===== config.mk =====
export PLATFORM = sky130hd
export DESIGN_NAME = tsv_column_width_scanner
export DESIGN_NICKNAME = d
export VERILOG_FILES = /design/src/hdl/tcw_pkg.sv /design/src/hdl/tcw_ram.sv /design/src/hdl/tcw_ctrl.sv /design/src/hdl/tcw_dpath.sv /design/src/hdl/tsv_column_width_scanner.sv
export SDC_FILE = /design/constraint.sdc
export NUM_CORES = 1
export LEC_CHECK = 0
export BUFFER_PORTS_ARGS = -buffer_cell sky130_fd_sc_hd__clkbuf_2
export CAP_MARGIN = 5
export CORE_MARGIN = 5
export CORE_UTILIZATION = 50
export DETAILED_ROUTE_END_ITERATION = 10
export PLACE_DENSITY = 0.68
export SLEW_MARGIN = 15
export SYNTH_ARGS = -nofsm -noshare
export SYNTH_HDL_FRONTEND = slang
export SYNTH_SLANG_ARGS = --single-unit

===== constraint.sdc =====
create_clock -name clk -period 5.4 [get_ports clk]
set_clock_uncertainty 0.2 [all_clocks]
set_input_delay 0.27 -clock clk [delete_from_list [all_inputs] [get_ports clk]]
set_output_delay 0.27 -clock clk [all_outputs]
set_load 0.01 [all_outputs]

===== src/hdl/tcw_pkg.sv =====
// Shared types, codes and constants of the TSV column width scanner.
package tcw_pkg;

  localparam int MAX_COLUMNS   = 16;
  localparam int MIN_SEPARATOR = 1;
  localparam int MAX_SEPARATOR = 3;

  localparam int COL_W = $clog2(MAX_COLUMNS);
  localparam int LEN_W = 16;
  localparam int CNT_W = 5;
  localparam int SEP_W = 2;
  localparam int LIM_W = 5;
  localparam int ACC_W = $clog2(MAX_COLUMNS * (MAX_SEPARATOR + 1) + 1);
  localparam int CFG_IDX_W = 2;
  localparam int CFG_DATA_W = 16;

  localparam logic [LEN_W-1:0] LEN_MAX = '1;

  // operations
  localparam logic [1:0] OP_SCAN   = 2'd0;
  localparam logic [1:0] OP_FINISH = 2'd1;
  localparam logic [1:0] OP_READ   = 2'd2;

  // result status codes
  localparam logic [1:0] ST_OK       = 2'd0;
  localparam logic [1:0] ST_OVERFLOW = 2'd1;
  localparam logic [1:0] ST_REJECT   = 2'd2;

  // register indexes
  localparam logic [CFG_IDX_W-1:0] CFG_TABLE_WIDTH = 2'd0;
  localparam logic [CFG_IDX_W-1:0] CFG_FIELD_LIMIT = 2'd1;

  localparam logic [LEN_W-1:0] TABLE_WIDTH_RESET = 16'd80;
  localparam logic [LIM_W-1:0] FIELD_LIMIT_RESET = 5'd16;

  // special characters
  localparam logic [7:0] CH_TAB = 8'h09;
  localparam logic [7:0] CH_NL  = 8'h0A;
  localparam logic [7:0] CH_VT  = 8'h0B;
  localparam logic [7:0] CH_SP  = 8'h20;

  typedef struct packed {
    logic [1:0] operation;
    logic [7:0] char_code;
    logic [3:0] column_select;
  } item_t;

  typedef struct packed {
    logic [1:0]       status;
    logic [SEP_W-1:0] separator;
    logic [LEN_W-1:0] column_width;
    logic [CNT_W-1:0] column_count;
    logic [LEN_W-1:0] longest_line;
  } result_t;

  typedef struct packed {
    logic capture;
    logic exec;
    logic div_start;
    logic div_step;
    logic div_done;
  } cmd_t;

  typedef struct packed {
    logic needs_div;
    logic div_end;
  } dp_status_t;

endpackage


===== src/hdl/tcw_ram.sv =====
// Generic RAM: one write port, two registered read ports.
module tcw_ram #(
  parameter int WIDTH = 16,
  parameter int DEPTH = 16
) (
  input  logic                     clk,
  input  logic                     we,
  input  logic [$clog2(DEPTH)-1:0] waddr,
  input  logic [WIDTH-1:0]         wdata,
  input  logic [$clog2(DEPTH)-1:0] raddr_a,
  output logic [WIDTH-1:0]         rdata_a,
  input  logic [$clog2(DEPTH)-1:0] raddr_b,
  output logic [WIDTH-1:0]         rdata_b
);

  logic [WIDTH-1:0] mem [DEPTH];

  always_ff @(posedge clk) begin
    if (we) begin
      mem[waddr] <= wdata;
    end
    rdata_a <= mem[raddr_a];
    rdata_b <= mem[raddr_b];
  end

endmodule


===== src/hdl/tcw_ctrl.sv =====
// Controller: sequences accept, execute and the separator search.
module tcw_ctrl (
  input  logic                clk,
  input  logic                rst,
  input  logic                in_valid,
  output logic                in_stall,
  output logic                out_valid,
  input  logic                out_stall,
  input  tcw_pkg::dp_status_t sts,
  output tcw_pkg::cmd_t       cmd
);

  typedef enum logic [2:0] {
    S_IDLE = 3'b001,
    S_EXEC = 3'b010,
    S_DIV  = 3'b100
  } state_t;

  state_t state, state_next;
  logic   slot_free;

  assign slot_free = !out_valid || !out_stall;
  assign in_stall  = (state != S_IDLE);

  always_comb begin
    state_next = state;
    cmd        = '0;
    case (state)
      S_IDLE: begin
        if (in_valid) begin
          cmd.capture = 1'b1;
          state_next  = S_EXEC;
        end
      end
      S_EXEC: begin
        if (sts.needs_div) begin
          cmd.div_start = 1'b1;
          state_next    = S_DIV;
        end else if (slot_free) begin
          cmd.exec   = 1'b1;
          state_next = S_IDLE;
        end
      end
      S_DIV: begin
        if (!sts.div_end) begin
          cmd.div_step = 1'b1;
        end else if (slot_free) begin
          cmd.div_done = 1'b1;
          state_next   = S_IDLE;
        end
      end
      default: begin
        state_next = S_IDLE;
      end
    endcase
  end

  always_ff @(posedge clk) begin
    if (rst) begin
      state     <= S_IDLE;
      out_valid <= 1'b0;
    end else begin
      state <= state_next;
      if (cmd.exec || cmd.div_done) begin
        out_valid <= 1'b1;
      end else if (!out_stall) begin
        out_valid <= 1'b0;
      end
    end
  end

endmodule


===== src/hdl/tcw_dpath.sv =====
// Datapath: scan state, column width store, separator search, result register.
module tcw_dpath (
  input  logic                                clk,
  input  logic                                rst,
  input  tcw_pkg::cmd_t                       cmd,
  output tcw_pkg::dp_status_t                 sts,
  input  tcw_pkg::item_t                      in_data,
  output tcw_pkg::result_t                    out_data,
  input  logic                                cfg_we,
  input  logic [tcw_pkg::CFG_IDX_W-1:0]       cfg_index,
  input  logic [tcw_pkg::CFG_DATA_W-1:0]      cfg_data
);

  localparam int COL_W = tcw_pkg::COL_W;
  localparam int LEN_W = tcw_pkg::LEN_W;
  localparam int CNT_W = tcw_pkg::CNT_W;
  localparam int SEP_W = tcw_pkg::SEP_W;
  localparam int LIM_W = tcw_pkg::LIM_W;
  localparam int ACC_W = tcw_pkg::ACC_W;
  localparam int NCOL  = tcw_pkg::MAX_COLUMNS;

  // configuration
  logic [LEN_W-1:0] table_width;
  logic [LIM_W-1:0] field_limit;

  // captured item
  tcw_pkg::item_t item;

  // scan state
  logic             skip;
  logic [COL_W-1:0] cur_col;
  logic [LEN_W-1:0] field_len;
  logic [LEN_W-1:0] line_len;
  logic [CNT_W-1:0] max_cols;
  logic [LEN_W-1:0] max_line;
  logic             error_flag;
  logic             finished;
  logic [SEP_W-1:0] sep_value;
  logic [NCOL-1:0]  col_valid;

  // separator search
  logic [SEP_W-1:0] div_sep;
  logic [ACC_W-1:0] div_acc;
  logic [LEN_W-1:0] div_diff;

  // width store
  logic [COL_W-1:0] rd_sel;
  logic [LEN_W-1:0] rd_a, rd_b, width_a, width_b;

  // next values
  logic             skip_next;
  logic [COL_W-1:0] cur_col_next;
  logic [LEN_W-1:0] field_len_next, line_len_next, max_line_next;
  logic [CNT_W-1:0] max_cols_next;
  logic             error_next, finished_next;
  logic [SEP_W-1:0] sep_next;
  logic [1:0]       status_next;
  logic             wr_en;
  logic [LEN_W-1:0] col_width_out;

  logic             rejected;
  logic [CNT_W-1:0] col_inc;
  logic [CNT_W-1:0] limit;
  logic             is_tab, is_nl;

  assign rd_sel = cmd.capture ? in_data.column_select[COL_W-1:0]
                              : item.column_select[COL_W-1:0];

  tcw_ram #(
    .WIDTH (LEN_W),
    .DEPTH (NCOL)
  ) u_ram (
    .clk     (clk),
    .we      (wr_en),
    .waddr   (cur_col),
    .wdata   (field_len),
    .raddr_a (cur_col),
    .rdata_a (rd_a),
    .raddr_b (rd_sel),
    .rdata_b (rd_b)
  );

  // a column never written reads as zero
  assign width_a = col_valid[cur_col] ? rd_a : '0;
  assign width_b = col_valid[item.column_select[COL_W-1:0]] ? rd_b : '0;

  assign rejected = error_flag || finished;
  assign col_inc  = CNT_W'(cur_col) + CNT_W'(1);
  assign is_tab   = (item.char_code == tcw_pkg::CH_TAB);
  assign is_nl    = (item.char_code == tcw_pkg::CH_NL);

  always_comb begin
    if (field_limit == '0) begin
      limit = CNT_W'(1);
    end else if (field_limit > LIM_W'(NCOL)) begin
      limit = CNT_W'(NCOL);
    end else begin
      limit = CNT_W'(field_limit);
    end
  end

  assign sts.needs_div = (item.operation == tcw_pkg::OP_FINISH) && !rejected
                         && (max_cols != '0);
  assign sts.div_end   = (div_sep == SEP_W'(tcw_pkg::MAX_SEPARATOR))
                         || (div_diff < LEN_W'(div_acc));

  always_comb begin
    skip_next      = skip;
    cur_col_next   = cur_col;
    field_len_next = field_len;
    line_len_next  = line_len;
    max_cols_next  = max_cols;
    max_line_next  = max_line;
    error_next     = error_flag;
    finished_next  = finished;
    sep_next       = sep_value;
    status_next    = tcw_pkg::ST_OK;
    wr_en          = 1'b0;
    case (item.operation)
      tcw_pkg::OP_SCAN: begin
        if (rejected) begin
          status_next = tcw_pkg::ST_REJECT;
        end else if (skip) begin
          if (is_nl) begin
            skip_next      = 1'b0;
            cur_col_next   = '0;
            field_len_next = '0;
            line_len_next  = '0;
          end
        end else if (line_len == '0 && item.char_code == tcw_pkg::CH_SP) begin
          skip_next = 1'b1;
        end else if (field_len == '0 && item.char_code == tcw_pkg::CH_VT) begin
          // right-justify marker: dropped
        end else if (is_tab || is_nl) begin
          wr_en = cmd.exec && (field_len > width_a);
          if (is_tab && col_inc >= limit) begin
            error_next  = 1'b1;
            status_next = tcw_pkg::ST_OVERFLOW;
          end else begin
            field_len_next = '0;
            if (is_nl) begin
              if (col_inc > max_cols) max_cols_next = col_inc;
              if (line_len > max_line) max_line_next = line_len;
              cur_col_next  = '0;
              line_len_next = '0;
            end else begin
              cur_col_next = col_inc[COL_W-1:0];
            end
          end
        end else begin
          if (field_len != tcw_pkg::LEN_MAX) field_len_next = field_len + 1'b1;
          if (line_len != tcw_pkg::LEN_MAX) line_len_next = line_len + 1'b1;
        end
      end
      tcw_pkg::OP_FINISH: begin
        if (rejected) begin
          status_next = tcw_pkg::ST_REJECT;
        end else begin
          // with columns seen the search supplies the separator
          finished_next = 1'b1;
          sep_next      = '0;
        end
      end
      default: begin
      end
    endcase
  end

  assign col_width_out = (wr_en && item.column_select[COL_W-1:0] == cur_col)
                         ? field_len : width_b;

  always_ff @(posedge clk) begin
    if (rst) begin
      table_width <= tcw_pkg::TABLE_WIDTH_RESET;
      field_limit <= tcw_pkg::FIELD_LIMIT_RESET;
      skip        <= 1'b0;
      cur_col     <= '0;
      field_len   <= '0;
      line_len    <= '0;
      max_cols    <= '0;
      max_line    <= '0;
      error_flag  <= 1'b0;
      finished    <= 1'b0;
      sep_value   <= '0;
      col_valid   <= '0;
    end else begin
      if (cfg_we) begin
        case (cfg_index)
          tcw_pkg::CFG_TABLE_WIDTH: table_width <= cfg_data[LEN_W-1:0];
          tcw_pkg::CFG_FIELD_LIMIT: field_limit <= cfg_data[LIM_W-1:0];
          default: begin
          end
        endcase
      end
      if (cmd.exec) begin
        skip       <= skip_next;
        cur_col    <= cur_col_next;
        field_len  <= field_len_next;
        line_len   <= line_len_next;
        max_cols   <= max_cols_next;
        max_line   <= max_line_next;
        error_flag <= error_next;
        finished   <= finished_next;
        sep_value  <= sep_next;
      end
      if (wr_en) begin
        col_valid[cur_col] <= 1'b1;
      end
      if (cmd.div_done) begin
        finished  <= 1'b1;
        sep_value <= div_sep;
      end
    end
  end

  // payload registers
  always_ff @(posedge clk) begin
    if (cmd.capture) begin
      item <= in_data;
    end
    // search for the largest k with k * columns <= table_width - longest_line, clamped to 1 to 3
    if (cmd.div_start) begin
      div_sep  <= SEP_W'(tcw_pkg::MIN_SEPARATOR);
      div_acc  <= ACC_W'(max_cols) << 1;
      div_diff <= (table_width > max_line) ? table_width - max_line : '0;
    end else if (cmd.div_step) begin
      div_sep <= div_sep + 1'b1;
      div_acc <= div_acc + ACC_W'(max_cols);
    end
    if (cmd.exec) begin
      out_data.status       <= status_next;
      out_data.separator    <= sep_next;
      out_data.column_width <= col_width_out;
      out_data.column_count <= max_cols_next;
      out_data.longest_line <= max_line_next;
    end else if (cmd.div_done) begin
      out_data.status       <= tcw_pkg::ST_OK;
      out_data.separator    <= div_sep;
      out_data.column_width <= width_b;
      out_data.column_count <= max_cols;
      out_data.longest_line <= max_line;
    end
  end

endmodule


===== src/hdl/tsv_column_width_scanner.sv =====
// Top level of the TSV column width scanner: controller, datapath and ports.
// Each input beat is captured in the idle state and executed in the execute
// state once the output register is free; a finish that has columns to divide
// over adds a separator search, which steps one candidate separator per cycle
// through a single compare and add. The result sits in an output register
// until taken; a new beat is accepted meanwhile, and only its execution waits
// for the register to free. Configuration writes are always ready and take
// effect at once.
module tsv_column_width_scanner (
  input  logic                           clk,
  input  logic                           rst,
  input  logic                           in_valid,
  output logic                           in_stall,
  input  tcw_pkg::item_t                 in_data,
  output logic                           out_valid,
  input  logic                           out_stall,
  output tcw_pkg::result_t               out_data,
  input  logic                           cfg_valid,
  output logic                           cfg_ready,
  input  logic [tcw_pkg::CFG_IDX_W-1:0]  cfg_index,
  input  logic [tcw_pkg::CFG_DATA_W-1:0] cfg_data
);

  tcw_pkg::cmd_t       cmd;
  tcw_pkg::dp_status_t sts;

  assign cfg_ready = 1'b1;

  tcw_ctrl u_ctrl (
    .clk       (clk),
    .rst       (rst),
    .in_valid  (in_valid),
    .in_stall  (in_stall),
    .out_valid (out_valid),
    .out_stall (out_stall),
    .sts       (sts),
    .cmd       (cmd)
  );

  tcw_dpath u_dpath (
    .clk       (clk),
    .rst       (rst),
    .cmd       (cmd),
    .sts       (sts),
    .in_data   (in_data),
    .out_data  (out_data),
    .cfg_we    (cfg_valid && cfg_ready),
    .cfg_index (cfg_index),
    .cfg_data  (cfg_data)
  );

endmodule


==> summary.txt <==
Outcome
  • Status: finished clean

Finish
  • P&R area growth vs syn: 14.5%
  • # diodes: 0
  • Share of cells above drive strength 1: 0.192
  • Final Util: 0.580
  • Area of the multi-input gates: 9070 sq um
  • Finished Cell Area: 25600 sq um
  • Layout Nets: 2009
  • Fillcell total: 3501
  • Commonest non-fill, non-tap cell in the layout: edfxtp_1
  • Final Non-Filler Cells: 2524
  • Most frequent cells in the layout: edfxtp_1, nand2_1, dfxtp_1
  • Reg area: 12800 sq um

Placement
  • DP HPWL: 40000 um
  • Port Buffers: 79
  • Routability cong.: 0.885
  • Placed cell count: 2385
  • Area after DPL: 23600 sq um

Logic synthesis
  • Mapped cell area: 22400 sq um
  • Syn Nets: 1876
  • Post-synth EDFFs: 332
  • Most used DFF post-synth: edfxtp_1
  • Syn_area_per_cell: 12.7 sq um
  • Syn. warnings: 0
  • Post-synth cell types: 74
  • FF+latch count, synth: 471
  • Post-synthesis sequential area ratio: 0.569
  • Synthesized instance count: 1759
  • Post-synth ARST share: 0

Route
  • Routed len/inst: 23.3 um
  • Via count: 15400
  • Drt first pass iters: 5
  • Vias/cell: 6.09
  • Detailed Route WL: 58900 um
  • Initial DRC count: 1670
  • # DRC: 0
  • Antenna viol nets, final: 0

Power and ir drop
  • Combinational Power Share: 0.060
  • Clock share of power: 0.435
  • Reg power frac: 0.505
  • P per Cell Area: 300 nW/um^2
  • P_sw: 1770 uW
  • Peak supply drop: 0.252 mV
  • Sw Ratio: 0.229
  • Pint: 5940 uW
  • LEAKAGE: 0.00918 uW

Timing
  • Max_slew headroom: 0.236
  • RSZ-0062 raised after global routing: no
  • Final critical-path required period: 4.85 ns
  • Setup violators final: 0
  • Tightest Pin Transition: 1.15 ns
  • Final Hold Viols: 0
  • Fmax: 0.206 GHz
  • TNS Setup: 0 ns
  • Hold slack: 0.0591 ns
  • Fin crit share: 0.898
  • Final slew viol count: 0

Global route
  • Pin count of the biggest net entering global routing: 97
  • Total grt overflow: 0
  • GRT Total Usage: 0.236
  • Vias in the first global route: 15100
  • First-pass GRT wire length: 90700 um
  • Initial antenna violation count: 1

Clock network
  • # Post-CTS Setup Buffers: 0
  • CTS resizes: 0
  • Clock Path Buffers: 3
  • Clock root cell: clkbuf_16
  • TritonCTS Buffers: 49
  • Clock latency on the worst-skew pair: 0.61 ns
  • Clock sink count: 471
  • Hold-fix buffers, CTS: 48
  • CTS tree: built
  • Clock transition at path regs: 0.06 ns
  • H-tree levels: 2

Floorplanning
  • Die height: 222 um
  • Die width: 222 um
  • Rows: 77
  • Core area: 44200 sq um
  • Initial Util: 0.506
  • Die area: 49100 sq um
  • Num ports: 81

Setup path
  • Worst R2R Path Depth: 10
  • CP Capture Type: register
  • Reg-to-reg endpoint: u_dpath.u_ram.mem[4][1]
  • Crit path launch: u_dpath.cur_col[0]
  • Worst EP arrival: 4.85 ns
  • R2R Path Start: u_dpath.cur_col[0]
  • FF-to-FF setup slack: 0.55 ns
  • Setup crit start kind: register
  • CP Class: reg2reg
  • CP endpoint: u_dpath.u_ram.mem[4][1]
  • CP max FO: 21
  • Critical path required time: 5.40 ns

Worst hold path
  • Worst min path class: in2reg

Job
  • Total of max-cap violations: 0
-- worst min path at each step --
| stage | start | endpoint | slack, ns | cells after the start |
|---|---|---|---|---|
| after floorplan | in_data[0] | u_dpath.item[0] | 0.17 | 0 |
| after global placement | u_dpath.table_width[0] | u_dpath.table_width[0] | 0.25 | 2 |
| after detailed placement | in_data[12] | u_dpath.item[12] | 0.25 | 1 |
| after CTS | cfg_valid | u_dpath.field_limit[4] | 0.03 | 4 |
| after global routing | cfg_valid | u_dpath.field_limit[3] | 0.08 | 4 |
| final | cfg_valid | u_dpath.field_limit[4] | 0.06 | 4 |
-- logic make-up (layout without fill, tap and decap cells) --
kind of cell    Yosys count  after routing  share of synthesized area
mux                     171            171                      0.147
simple gates            604            604                      0.130
fa+ha+maj                80             80                     0.0454
flops                   471            471                      0.569
buf+inv                 160            333                     0.0280
compound gates          237            237                     0.0663
other cells               1              1                   0.000167
xor+xnor                 35             35                     0.0137
-- critical path: stages (launching register included) --
cell	delay [ns]
dfxtp_4	0.57
mux4_2	0.56
mux4_2	0.64
nand2_1	0.14
ha_1	0.14
nand3_1	0.12
nor3_1	0.32
o311ai_0	0.26
a21o_1	0.28
nand3b_1	0.38
nor2_2	0.84
-- power groups by stage --
stage,Clock [uW],Combinational (uW),Sequential [uW]
floorplan,0,270,3970
global placement,0,427,3970
detailed placement,0,431,3970
CTS,3390,456,3890
global route,3560,503,3900
finish,3350,461,3890
-- synth_stat cells, types with 7 or more instances --
cell	count	area share
or3_1	13	0.0036
nand2_1	233	0.039
a21o_1	10	0.0034
nand3b_1	7	0.0023
mux2i_1	26	0.012
nor2_1	90	0.015
ha_1	78	0.044
and3_1	20	0.0056
nor4_1	14	0.0039
clkbuf_1	64	0.011
mux2_2	18	0.0091
a211oi_1	8	0.0027
o22ai_1	7	0.0020
nand2b_1	13	0.0036
edfxtp_1	332	0.45
xnor2_1	15	0.0059
a31oi_1	19	0.0053
inv_1	74	0.012
nor3_1	17	0.0038
a22oi_1	16	0.0054
buf_1	13	0.0022
xor2_1	20	0.0078
nand4_1	46	0.013
nor2b_1	27	0.0075
nand3_1	90	0.020
mux4_2	122	0.12
dfxtp_1	139	0.12
o21ai_0	60	0.013
o21a_1	12	0.0040
a21oi_1	66	0.015
-- sequential cells by signal, indices dropped and copies added (netlist names), 2 cells and up --
name	flops
u_dpath.cur_col	4
u_dpath.div_acc	7
u_dpath.div_sep	2
u_dpath.field_len	16
u_dpath.out_data	41
u_dpath.u_ram.mem	256
u_dpath.sep_value	2
u_dpath.max_line	16
u_dpath.col_valid	16
u_dpath.max_cols	5
u_dpath.line_len	16
u_dpath.table_width	16
u_dpath.item	14
u_dpath.div_diff	16
u_dpath.u_ram.rdata_b	16
u_ctrl.state	3
u_dpath.u_ram.rdata_a	16
u_dpath.field_limit	5
-- metrics by stage --
stage	power [uW]	setup WS [ns]
global route	7960	0.337
finish	7700	0.551
CTS	7740	0.512
global placement	4400	0.708
detailed placement	4400	0.540
floorplan	4240	0.474
-- layer usage --
layer / track usage / up-vias / part of all wire / wire (um)
met1: 0.340 / 7642 / 0.42 / 24500
met2: 0.362 / 688 / 0.45 / 26800
li1: - / 6931 / - / -
met5: 0 / - / 0.00022 / 13
met4: 0.0553 / 2 / 0.024 / 1410
met3: 0.0677 / 112 / 0.11 / 6220
-- area by class of cell --
| type | count | share of cell area |
|---|---|---|
| flip-flops and latches | 471 | 0.498 |
| multi-input cells | 1128 | 0.354 |
| inverters | 75 | 0.0110 |
| clock inverters | 19 | 0.00742 |
| repair buffers | 167 | 0.0464 |
| clock buffers | 72 | 0.0547 |
| well taps | 592 | 0.0289 |
Note: power is estimated with default switching activity, not from simulation.
